`config.mk`:
```
export PLATFORM = sky130hd
export DESIGN_NAME = ray_triangle_closest_hit
export DESIGN_NICKNAME = d
export VERILOG_FILES = /design/src/rtl/rtc_pkg.sv /design/src/rtl/rtc_mac.sv /design/src/rtl/rtc_div.sv /design/src/rtl/ray_triangle_closest_hit.sv
export SDC_FILE = /design/constraint.sdc
export NUM_CORES = 2
export LEC_CHECK = 0
export BUFFER_PORTS_ARGS = -buffer_cell sky130_fd_sc_hd__buf_2
export CAP_MARGIN = 10
export CORE_UTILIZATION = 60
export DETAILED_ROUTE_END_ITERATION = 8
export PLACE_DENSITY_LB_ADDON = 0.25
export SLEW_MARGIN = 10
export SYNTH_ARGS = -nofsm -noshare
export SYNTH_HDL_FRONTEND = slang
export SYNTH_HIERARCHICAL = 1
export SYNTH_SLANG_ARGS = --single-unit
```
`constraint.sdc`:
```
create_clock -name clk -period 11.98 [get_ports clk]
set_input_delay 1.198 -clock clk [delete_from_list [all_inputs] [get_ports clk]]
set_output_delay 1.198 -clock clk [all_outputs]
set_load 0.1 [all_outputs]
```
`src/rtl/rtc_pkg.sv`:
```
// Shared types, constants and operand tables for the ray/triangle closest-hit block.
// Used by rtc_mac and ray_triangle_closest_hit; depends on nothing.
`timescale 1ns / 1ps
package rtc_pkg;

    localparam int COORD_BITS_DEF = 16;
    localparam int ID_BITS_DEF    = 16;
    localparam int DIST_BITS      = 32;
    localparam int T_FRAC         = 16;
    localparam int CFG_IDX_BITS   = 3;
    localparam int DIR_Z_RESET    = 256;

    localparam logic [DIST_BITS-1:0] DIST_MAX = 32'h7FFF_FFFF;
    localparam logic [DIST_BITS-1:0] DIST_MIN = 32'h8000_0000;

    localparam logic [CFG_IDX_BITS-1:0] REG_ORIGIN_X = 3'd0;
    localparam logic [CFG_IDX_BITS-1:0] REG_ORIGIN_Y = 3'd1;
    localparam logic [CFG_IDX_BITS-1:0] REG_ORIGIN_Z = 3'd2;
    localparam logic [CFG_IDX_BITS-1:0] REG_DIR_X    = 3'd3;
    localparam logic [CFG_IDX_BITS-1:0] REG_DIR_Y    = 3'd4;
    localparam logic [CFG_IDX_BITS-1:0] REG_DIR_Z    = 3'd5;
    localparam logic [CFG_IDX_BITS-1:0] REG_MIN_DIST = 3'd6;

    // vectors held per triangle
    localparam logic [1:0] VEC_AB  = 2'd0;
    localparam logic [1:0] VEC_AC  = 2'd1;
    localparam logic [1:0] VEC_AO  = 2'd2;
    localparam logic [1:0] VEC_DIR = 2'd3;

    // determinants in issue order
    localparam logic [1:0] DET_D  = 2'd0;
    localparam logic [1:0] DET_NB = 2'd1;
    localparam logic [1:0] DET_NG = 2'd2;
    localparam logic [1:0] DET_NT = 2'd3;

    // multiply steps of one determinant: six minor products, three cofactor products
    localparam logic [3:0] STEP_U0   = 4'd6;
    localparam logic [3:0] STEP_U1   = 4'd7;
    localparam logic [3:0] STEP_LAST = 4'd8;

    typedef enum logic [2:0] {
        S_IDLE,
        S_MUL,
        S_DRAIN,
        S_NORM,
        S_BARY,
        S_DIV,
        S_DECIDE,
        S_OUT
    } rtc_state_t;

    typedef struct packed {
        logic       valid;
        logic [1:0] det;
        logic [3:0] step;
    } mac_ctrl_t;

    typedef struct packed {
        logic [1:0] xcol;
        logic [1:0] xrow;
        logic [1:0] ycol;
        logic [1:0] yrow;
    } op_sel_t;

    // columns u, v, w are 0, 1, 2
    function automatic op_sel_t op_sel(input logic [3:0] step);
        op_sel_t s;
        s = '0;
        unique case (step)
            4'd0:    s = '{xcol: 2'd1, xrow: 2'd1, ycol: 2'd2, yrow: 2'd2};
            4'd1:    s = '{xcol: 2'd2, xrow: 2'd1, ycol: 2'd1, yrow: 2'd2};
            4'd2:    s = '{xcol: 2'd1, xrow: 2'd0, ycol: 2'd2, yrow: 2'd2};
            4'd3:    s = '{xcol: 2'd2, xrow: 2'd0, ycol: 2'd1, yrow: 2'd2};
            4'd4:    s = '{xcol: 2'd1, xrow: 2'd0, ycol: 2'd2, yrow: 2'd1};
            4'd5:    s = '{xcol: 2'd2, xrow: 2'd0, ycol: 2'd1, yrow: 2'd1};
            4'd6:    s = '{xcol: 2'd0, xrow: 2'd0, ycol: 2'd0, yrow: 2'd0};
            4'd7:    s = '{xcol: 2'd0, xrow: 2'd0, ycol: 2'd0, yrow: 2'd1};
            4'd8:    s = '{xcol: 2'd0, xrow: 2'd0, ycol: 2'd0, yrow: 2'd2};
            default: s = '0;
        endcase
        return s;
    endfunction

    function automatic logic [1:0] det_vec(input logic [1:0] det, input logic [1:0] col);
        logic [1:0] v;
        v = VEC_DIR;
        unique case (col)
            2'd0:    v = (det == DET_NB) ? VEC_AO : VEC_AB;
            2'd1:    v = (det == DET_NG) ? VEC_AO : VEC_AC;
            2'd2:    v = (det == DET_NT) ? VEC_AO : VEC_DIR;
            default: v = VEC_DIR;
        endcase
        return v;
    endfunction

endpackage

```
`src/rtl/rtc_mac.sv`:
```
// Shared multiplier with accumulator that forms one 3x3 determinant per nine steps.
// Depends on rtc_pkg.
`timescale 1ns / 1ps
module rtc_mac #(
    parameter int CW = rtc_pkg::COORD_BITS_DEF + 1
) (
    input  logic                        clk,
    input  logic                        rst_n,
    input  rtc_pkg::mac_ctrl_t          issue,
    input  logic signed [CW-1:0]        x,
    input  logic signed [CW-1:0]        y,
    output logic                        det_done,
    output logic [1:0]                  det_idx,
    output logic signed [3*CW+2:0]      det_value
);
    import rtc_pkg::*;

    localparam int MW    = 2 * CW + 1;
    localparam int PW    = MW + CW;
    localparam int DET_W = 3 * CW + 3;

    logic signed [MW-1:0]    minor_reg [3];
    logic signed [PW-1:0]    prod_reg;
    logic signed [DET_W-1:0] acc_reg;
    mac_ctrl_t               ctrl_reg;
    logic signed [MW-1:0]    mul_a;
    logic signed [DET_W-1:0] prod_ext;
    logic signed [DET_W-1:0] diff;
    logic [3:0]              minor_sel;

    always_comb
    begin
        minor_sel = issue.step - STEP_U0;
        if (issue.step < STEP_U0)
        begin
            mul_a = {{(MW-CW){x[CW-1]}}, x};
        end
        else
        begin
            mul_a = minor_reg[minor_sel[1:0]];
        end
    end

    assign prod_ext  = {{(DET_W-PW){prod_reg[PW-1]}}, prod_reg};
    assign diff      = acc_reg - prod_ext;
    assign det_done  = ctrl_reg.valid && (ctrl_reg.step == STEP_LAST);
    assign det_idx   = ctrl_reg.det;
    assign det_value = acc_reg + prod_ext;

    always_ff @(posedge clk or negedge rst_n)
    begin
        if (!rst_n)
        begin
            ctrl_reg <= '0;
        end
        else
        begin
            ctrl_reg <= issue;
        end
    end

    always_ff @(posedge clk)
    begin
        prod_reg <= mul_a * y;
        if (ctrl_reg.valid)
        begin
            if (ctrl_reg.step < STEP_U0)
            begin
                if (!ctrl_reg.step[0])
                begin
                    acc_reg <= prod_ext;
                end
                else
                begin
                    minor_reg[ctrl_reg.step[2:1]] <= diff[MW-1:0];
                end
            end
            else if (ctrl_reg.step == STEP_U0)
            begin
                acc_reg <= prod_ext;
            end
            else if (ctrl_reg.step == STEP_U1)
            begin
                acc_reg <= diff;
            end
        end
    end

endmodule

```
`src/rtl/rtc_div.sv`:
```
// Restoring divider, one quotient bit per cycle, unsigned operands.
// Depends on nothing outside this file.
`timescale 1ns / 1ps
module rtc_div #(
    parameter int NW = 70,
    parameter int DW = 54
) (
    input  logic          clk,
    input  logic          rst_n,
    input  logic          start,
    input  logic [NW-1:0] num,
    input  logic [DW-1:0] den,
    output logic          done,
    output logic [NW-1:0] quot
);
    localparam int CNT_W = $clog2(NW + 1);

    logic [CNT_W-1:0] cnt_reg;
    logic             busy_reg;
    logic             done_reg;
    logic [DW-1:0]    rem_reg;
    logic [NW-1:0]    num_reg;
    logic [DW-1:0]    den_reg;
    logic [DW:0]      rem_sh;
    logic [DW:0]      diff;
    logic             ge;

    assign rem_sh = {rem_reg, num_reg[NW-1]};
    assign diff   = rem_sh - {1'b0, den_reg};
    assign ge     = !diff[DW];
    assign done   = done_reg;
    assign quot   = num_reg;

    always_ff @(posedge clk or negedge rst_n)
    begin
        if (!rst_n)
        begin
            busy_reg <= 1'b0;
            done_reg <= 1'b0;
            cnt_reg  <= '0;
        end
        else
        begin
            done_reg <= 1'b0;
            if (start)
            begin
                busy_reg <= 1'b1;
                cnt_reg  <= CNT_W'(NW);
            end
            else if (busy_reg)
            begin
                cnt_reg <= cnt_reg - 1'b1;
                if (cnt_reg == CNT_W'(1))
                begin
                    busy_reg <= 1'b0;
                    done_reg <= 1'b1;
                end
            end
        end
    end

    always_ff @(posedge clk)
    begin
        if (start)
        begin
            rem_reg <= '0;
            num_reg <= num;
            den_reg <= den;
        end
        else if (busy_reg)
        begin
            rem_reg <= ge ? diff[DW-1:0] : rem_sh[DW-1:0];
            num_reg <= {num_reg[NW-2:0], ge};
        end
    end

endmodule

```
`src/rtl/ray_triangle_closest_hit.sv`:
```
// Top level: configuration registers, sequencer, closest-hit state and result register.
// Depends on rtc_pkg, rtc_mac and rtc_div.
`timescale 1ns / 1ps
// Each triangle item is tested against the configured ray and the closest hit is tracked.
// One item is in flight at a time: s_tready is high only while idle. The four
// determinants go through one shared multiplier, 36 products issued one per cycle,
// and t comes from a bit-serial divider of 3*(COORD_BITS+1)+3+16 steps (70 at the
// default widths). An item goes through the multiply, drain, normalise, barycentric,
// divide and decide states to its result, skipping the last two when the determinant
// is zero or the point lies outside the triangle. The result then waits on m_tready.
module ray_triangle_closest_hit #(
    parameter int COORD_BITS = rtc_pkg::COORD_BITS_DEF,
    parameter int ID_BITS    = rtc_pkg::ID_BITS_DEF
) (
    input  logic                                         clk,
    input  logic                                         rst_n,
    input  logic                                         cfg_we,
    input  logic [rtc_pkg::CFG_IDX_BITS-1:0]             cfg_index,
    input  logic [rtc_pkg::DIST_BITS-1:0]                cfg_data,
    input  logic                                         s_tvalid,
    output logic                                         s_tready,
    // vertex_a_x, vertex_a_y, vertex_a_z, vertex_b_x .. vertex_c_z, triangle_id
    input  logic [((9*COORD_BITS+ID_BITS+7)/8)*8-1:0]    s_tdata,
    // new_ray
    input  logic                                         s_tuser,
    output logic                                         m_tvalid,
    input  logic                                         m_tready,
    // accepted, any_hit, closest_distance, closest_id
    output logic [((2+rtc_pkg::DIST_BITS+ID_BITS+7)/8)*8-1:0] m_tdata
);
    import rtc_pkg::*;

    localparam int CW    = COORD_BITS + 1;
    localparam int DET_W = 3 * CW + 3;
    localparam int NUM_W = DET_W + T_FRAC;
    localparam int OUT_W = ((2+DIST_BITS+ID_BITS+7)/8)*8;
    localparam int OUT_PAD = OUT_W - (2 + DIST_BITS + ID_BITS);

    rtc_state_t state_reg, state_next;

    logic signed [COORD_BITS-1:0] org_reg [3];
    logic signed [COORD_BITS-1:0] dir_reg [3];
    logic signed [DIST_BITS-1:0]  min_reg;

    logic signed [CW-1:0]    vec_reg [4][3];
    logic signed [DET_W-1:0] det_reg [4];
    logic signed [DET_W-1:0] dd_reg, nb_reg, ng_reg, nt_reg;
    logic [ID_BITS-1:0]      id_reg;
    logic [1:0]              det_cnt_reg;
    logic [3:0]              step_reg;

    logic signed [DIST_BITS-1:0] best_dist_reg;
    logic [ID_BITS-1:0]          best_id_reg;
    logic                        hit_reg;
    logic                        accepted_reg;

    mac_ctrl_t               issue;
    op_sel_t                 sel;
    logic signed [CW-1:0]    op_x, op_y;
    logic                    det_done;
    logic [1:0]              det_idx;
    logic signed [DET_W-1:0] det_value;

    logic                    div_start;
    logic                    div_done;
    logic [NUM_W-1:0]        div_q;
    logic [NUM_W-1:0]        div_num;
    logic signed [DET_W-1:0] nt_abs;
    logic signed [DET_W:0]   bary_sum;
    logic                    bary_ok;
    logic                    ovf;
    logic signed [DIST_BITS-1:0] t_val;
    logic                    in_acc;

    assign in_acc = s_tvalid && s_tready;

    assign sel  = op_sel(step_reg);
    assign op_x = vec_reg[det_vec(det_cnt_reg, sel.xcol)][sel.xrow];
    assign op_y = vec_reg[det_vec(det_cnt_reg, sel.ycol)][sel.yrow];

    rtc_mac #(
        .CW (CW)
    ) u_mac (
        .clk       (clk),
        .rst_n     (rst_n),
        .issue     (issue),
        .x         (op_x),
        .y         (op_y),
        .det_done  (det_done),
        .det_idx   (det_idx),
        .det_value (det_value)
    );

    assign nt_abs  = nt_reg[DET_W-1] ? -nt_reg : nt_reg;
    assign div_num = {nt_abs, {T_FRAC{1'b0}}};

    rtc_div #(
        .NW (NUM_W),
        .DW (DET_W)
    ) u_div (
        .clk   (clk),
        .rst_n (rst_n),
        .start (div_start),
        .num   (div_num),
        .den   (dd_reg),
        .done  (div_done),
        .quot  (div_q)
    );

    assign bary_sum = {nb_reg[DET_W-1], nb_reg} + {ng_reg[DET_W-1], ng_reg};
    assign bary_ok  = (dd_reg != '0) && !nb_reg[DET_W-1] && (nb_reg != '0)
                      && !ng_reg[DET_W-1] && (ng_reg != '0)
                      && (bary_sum < {dd_reg[DET_W-1], dd_reg});

    always_comb
    begin
        ovf = |div_q[NUM_W-1:DIST_BITS];
        if (nt_reg[DET_W-1])
        begin
            if (ovf || (div_q[DIST_BITS-1] && (div_q[DIST_BITS-2:0] != '0)))
            begin
                t_val = DIST_MIN;
            end
            else
            begin
                t_val = -div_q[DIST_BITS-1:0];
            end
        end
        else
        begin
            if (ovf || div_q[DIST_BITS-1])
            begin
                t_val = DIST_MAX;
            end
            else
            begin
                t_val = div_q[DIST_BITS-1:0];
            end
        end
    end

    always_comb
    begin
        state_next = state_reg;
        issue      = '0;
        div_start  = 1'b0;
        s_tready   = 1'b0;
        m_tvalid   = 1'b0;
        unique case (state_reg)
            S_IDLE:
            begin
                s_tready = 1'b1;
                if (s_tvalid)
                begin
                    state_next = S_MUL;
                end
            end
            S_MUL:
            begin
                issue = '{valid: 1'b1, det: det_cnt_reg, step: step_reg};
                if (det_cnt_reg == DET_NT && step_reg == STEP_LAST)
                begin
                    state_next = S_DRAIN;
                end
            end
            S_DRAIN:
            begin
                state_next = S_NORM;
            end
            S_NORM:
            begin
                state_next = S_BARY;
            end
            S_BARY:
            begin
                if (bary_ok)
                begin
                    div_start  = 1'b1;
                    state_next = S_DIV;
                end
                else
                begin
                    state_next = S_OUT;
                end
            end
            S_DIV:
            begin
                if (div_done)
                begin
                    state_next = S_DECIDE;
                end
            end
            S_DECIDE:
            begin
                state_next = S_OUT;
            end
            S_OUT:
            begin
                m_tvalid = 1'b1;
                if (m_tready)
                begin
                    state_next = S_IDLE;
                end
            end
            default:
            begin
                state_next = S_IDLE;
            end
        endcase
    end

    always_ff @(posedge clk or negedge rst_n)
    begin
        if (!rst_n)
        begin
            state_reg   <= S_IDLE;
            det_cnt_reg <= '0;
            step_reg    <= '0;
        end
        else
        begin
            state_reg <= state_next;
            if (in_acc)
            begin
                det_cnt_reg <= DET_D;
                step_reg    <= '0;
            end
            else if (state_reg == S_MUL)
            begin
                if (step_reg == STEP_LAST)
                begin
                    step_reg    <= '0;
                    det_cnt_reg <= det_cnt_reg + 1'b1;
                end
                else
                begin
                    step_reg <= step_reg + 1'b1;
                end
            end
        end
    end

    always_ff @(posedge clk or negedge rst_n)
    begin
        if (!rst_n)
        begin
            org_reg[0] <= '0;
            org_reg[1] <= '0;
            org_reg[2] <= '0;
            dir_reg[0] <= '0;
            dir_reg[1] <= '0;
            dir_reg[2] <= COORD_BITS'(DIR_Z_RESET);
            min_reg    <= '0;
        end
        else if (cfg_we)
        begin
            case (cfg_index)
                REG_ORIGIN_X: org_reg[0] <= cfg_data[COORD_BITS-1:0];
                REG_ORIGIN_Y: org_reg[1] <= cfg_data[COORD_BITS-1:0];
                REG_ORIGIN_Z: org_reg[2] <= cfg_data[COORD_BITS-1:0];
                REG_DIR_X:    dir_reg[0] <= cfg_data[COORD_BITS-1:0];
                REG_DIR_Y:    dir_reg[1] <= cfg_data[COORD_BITS-1:0];
                REG_DIR_Z:    dir_reg[2] <= cfg_data[COORD_BITS-1:0];
                REG_MIN_DIST: min_reg    <= cfg_data;
                default:      ;
            endcase
        end
    end

    always_ff @(posedge clk or negedge rst_n)
    begin
        if (!rst_n)
        begin
            best_dist_reg <= DIST_MAX;
            best_id_reg   <= '0;
            hit_reg       <= 1'b0;
            accepted_reg  <= 1'b0;
        end
        else
        begin
            if (in_acc)
            begin
                accepted_reg <= 1'b0;
                if (s_tuser)
                begin
                    best_dist_reg <= DIST_MAX;
                    best_id_reg   <= '0;
                    hit_reg       <= 1'b0;
                end
            end
            else if (state_reg == S_DECIDE)
            begin
                if (t_val > min_reg && t_val < best_dist_reg)
                begin
                    best_dist_reg <= t_val;
                    best_id_reg   <= id_reg;
                    hit_reg       <= 1'b1;
                    accepted_reg  <= 1'b1;
                end
            end
        end
    end

    always_ff @(posedge clk)
    begin
        if (in_acc)
        begin
            for (int k = 0; k < 3; k++)
            begin
                logic signed [COORD_BITS-1:0] va, vb, vc;
                va = s_tdata[k*COORD_BITS +: COORD_BITS];
                vb = s_tdata[(3+k)*COORD_BITS +: COORD_BITS];
                vc = s_tdata[(6+k)*COORD_BITS +: COORD_BITS];
                vec_reg[VEC_AB][k]  <= {va[COORD_BITS-1], va} - {vb[COORD_BITS-1], vb};
                vec_reg[VEC_AC][k]  <= {va[COORD_BITS-1], va} - {vc[COORD_BITS-1], vc};
                vec_reg[VEC_AO][k]  <= {va[COORD_BITS-1], va}
                                       - {org_reg[k][COORD_BITS-1], org_reg[k]};
                vec_reg[VEC_DIR][k] <= {dir_reg[k][COORD_BITS-1], dir_reg[k]};
            end
            id_reg <= s_tdata[9*COORD_BITS +: ID_BITS];
        end
        if (det_done)
        begin
            det_reg[det_idx] <= det_value;
        end
        if (state_reg == S_NORM)
        begin
            if (det_reg[DET_D][DET_W-1])
            begin
                dd_reg <= -det_reg[DET_D];
                nb_reg <= -det_reg[DET_NB];
                ng_reg <= -det_reg[DET_NG];
                nt_reg <= -det_reg[DET_NT];
            end
            else
            begin
                dd_reg <= det_reg[DET_D];
                nb_reg <= det_reg[DET_NB];
                ng_reg <= det_reg[DET_NG];
                nt_reg <= det_reg[DET_NT];
            end
        end
    end

    assign m_tdata = {{OUT_PAD{1'b0}}, best_id_reg, best_dist_reg, hit_reg, accepted_reg};

endmodule

```
==> flow_summary.toml <==
[cts]
clock_path_buffers = 3
htreeDepth = 4
ctsResizeCount = 0
insertion_delay_ns = 0.79
clock_sinks = 1241
clockRootBuffer = "clkbuf_16"
cts_tree = "built"
cts_hold_buf = 0
path_clk_slew_ns = 0.06
cts_buffers = 133
post_cts_buffers = 0

[global_routing]
grt_use_met3_pct = 4.482
grt_usage_pct = 30.85
grt_pass1_wl_microns = 381100
grt_pass1_vias = 69820
grt_util_met2_pct = 49.78
overflow = 0
antenna_found_initial = 9
grt_max_degree = 217
gr-usage-met1_pct = 41.91
busiest_layer = "met2"

[final_layout]
fin_cells = 11580
syn2layout_area_growth_pct = 8.589
nets = 10820
largest_reg_flops = 216
utilization_pct = 65.71
final_area_sq_um = 101500
nFillCells = 11950
drive_gt1_share_pct = 9.837

[power]
power.share.combinational_pct = 8.3
p_leak_nw = 42.25
netSwitchingPower_mw = 2.279
swShare_pct = 23.45
p_seq_share_pct = 49.1
total_power_mw = 9.720
p_per_area_nw_per_um2 = 95.80
clock_power_share_pct = 42.7
intPower_mw = 7.441
peakVddDrop_mv = 0.1371

[detailed_routing]
wl_per_cell_microns = 20.87
vias = 69450
drt_iter0_drc = 6459
routed_wl_microns = 241700
first_pass_iters = 9
drt-vias-per-instance = 5.997
drc_errors = 32
drtAntennaViolNets = 0

[placement]
gp_congestion = 0.9656
post_dp_cell_area_sq_um = 97000
post-place-ws_ns = 0.9148
portBuffers = 252
dp_cells = 11330
hpwlAfterDp_microns = 184900

[logic_synthesis]
yosysSeqAreaShare_pct = 37.70
synthXorXnorAreaFrac_pct = 5.679
synthArstFlopShare_pct = 16.36
synth-adder-area-share_pct = 20.59
ys.warnings.count = 6
synth_area_per_cell_sq_um = 10.06
synth_edf_count = 932
syn_inst = 9285
synth_compound_area_share_pct = 12.48
synth-simple-area-share_pct = 13.40
synth.ff_latch_count = 1241
syn_area_sq_um = 93440
synth-main-ff-cell = "edfxtp_1"
synth_cell_types = 104
synth_mux_area_share_pct = 3.882
synth_top_family_by_area = "adder cells"

[floorplanning]
rows = 144
fp.coreArea_sq_um = 154400
dieWidth_microns = 396.6
ios = 259
die_y_microns = 396.6
start_util_pct = 60.51
die_area_sq_um = 157300

[worst_setup_path]
crit_start = "step_reg[1]"
cp.arrival_ns = 11.83
critPathLaunchType = "flip-flop"
ff2ff_setup_slack_ns = 0.77
crit_path_top_delay_cell = "a2111oi_0"
end_kind = "flip-flop"
path_class = "flip-flop to flip-flop"
slowest_delay_ns = 0.96
rr_endpoint = "u_mac/prod_reg[45]"
crit_required_ns = 12.61
worstPathMaxFanout = 54
crit-reg2reg-launch = "step_reg[1]"
ff2ff_path_depth = 32
crit_top_cell = "fa_1"

[timing]
setup_ws_ns = 0.7729
fin_crit_sh_pct = 93.55
whs_ns = 0.4235
finalSetupViolCount = 0
skew_ns = 0.04840
fmax_mhz = 89.23
tns_ns = 0
relSlewSlack_pct = 20.52
period_minus_slack_ns = 11.21
rsz0062_at_grt = "no"
worstMarginPinSlew_ns = 1.192
maxSlewViolCount = 0
hold_viol = 0

[run_status]
status = "complete, but fails checks"
violations = "DRC"

[min_path]
holdCritPathClass = "input port to asynchronous set/reset pin"

[run]
drv_cap = 0
## power by group through the flow
stage / Clock [mW] / Sequential, mW / Combinational, mW
floorplan: 0 / 4.84 / 0.553
global placement: 0 / 4.85 / 0.753
detailed placement: 0 / 4.86 / 0.786
CTS: 4.22 / 4.77 / 0.796
global route: 4.38 / 4.77 / 0.887
finish: 4.15 / 4.77 / 0.804
## final cells by class
type	count	area (sq um)	share of cell area [%]
clock inverters	74	798.3	0.7868
clock buffers	171	3641	3.589
inverters	1151	4320	4.258
well taps	2044	2557	2.521
multi-input cells	6532	52740	51.98
repair buffers	366	2170	2.138
flip-flops and latches	1241	35230	34.72
diodes	2	5.005	0.004933
## kinds of logic after synthesis
group / after synthesis
flip-flops: 1241
other: 1
multiplexers: 335
AND/OR/NAND/NOR: 2600
buffers and inverters: 1533
AO/OA/AOI/OAI: 1780
XOR/XNOR: 605
adder cells (fa/ha/maj): 1190
## synthesized netlist by cell type, drive strengths merged, types with 22 or more instances
library cell,number,area share (%)
or4,58,0.49
xor2,91,0.86
xnor2,514,4.8
and3,22,0.15
dfrtp,171,4.6
buf,65,0.36
o41ai,60,0.59
a21oi,375,2.0
and2,273,1.8
a21boi,40,0.32
ha,611,8.2
clkbuf,317,1.3
fa,579,12
edfxtp,932,30
or3,105,0.71
o21a,71,0.57
nand4,82,0.55
nand2,1052,4.2
nand2b,63,0.42
a211oi,104,0.85
nor4,82,0.55
o21bai,47,0.38
nor2b,81,0.54
inv,1150,4.6
dfstp,32,0.90
o221ai,36,0.34
mux2i,116,1.2
or2,36,0.24
a31oi,69,0.46
nand3,162,0.87
o311ai,26,0.24
o2111ai,23,0.22
nor3,115,0.62
a21o,160,1.3
o31ai,94,0.78
o21ai,479,2.6
o211ai,60,0.49
dfxtp,106,2.3
mux2,219,2.6
nor2,409,1.6
## worst max-delay path, delay by kind of cell, from the launching register on
family / cells / cell delay [ns]
muxes: 1 / 0.10
DFF: 1 / 0.45
adders and majority gates: 8 / 3.57
AOI/OAI and AO/OA: 10 / 4.24
and+or+nand+nor: 6 / 1.32
buffers and inverters: 6 / 1.22
xor gates and xnor gates: 1 / 0.12
## per-layer routing
| layer | up-vias | routed length (microns) |
|---|---|---|
| li1 | 32400 | - |
| met4 | 4 | 9765 |
| met3 | 514 | 18240 |
| met2 | 2628 | 112200 |
| met1 | 33910 | 101500 |
| met5 | - | 27 |
## cell usage in the layout, fill, tap and decap left out, drive strengths merged, types with 47 or more instances in the layout
cell / n
xor2: 91
nand4: 82
buf: 365
dfrtp: 171
and2: 273
ha: 611
inv: 1157
o31ai: 94
mux2i: 116
a31oi: 69
nor4: 82
nor2b: 81
mux2: 219
o211ai: 60
edfxtp: 932
o21a: 71
clkbuf: 172
a211oi: 104
nand2: 1052
or4: 58
o21ai: 479
clkinv: 49
fa: 579
dfxtp: 106
nor2: 409
a21oi: 375
nor3: 115
o41ai: 60
o21bai: 47
nand2b: 63
a21o: 160
xnor2: 514
nand3: 162
or3: 105
## worst max path at each step
stage                         end  cells past startpoint  slack [ns]
6_report       u_mac/prod_reg[45]                     32        0.77
5_1_grt        u_mac/prod_reg[51]                     32        0.12
4_1_cts        u_mac/prod_reg[45]                     32        0.89
3_5_place_dp   u_mac/prod_reg[45]                     32        0.91
3_3_place_gp   u_mac/prod_reg[45]                     32        1.11
2_1_floorplan       u_div/quot[0]                     26        1.32
No activity file was read; power rests on OpenSTA's default activity.
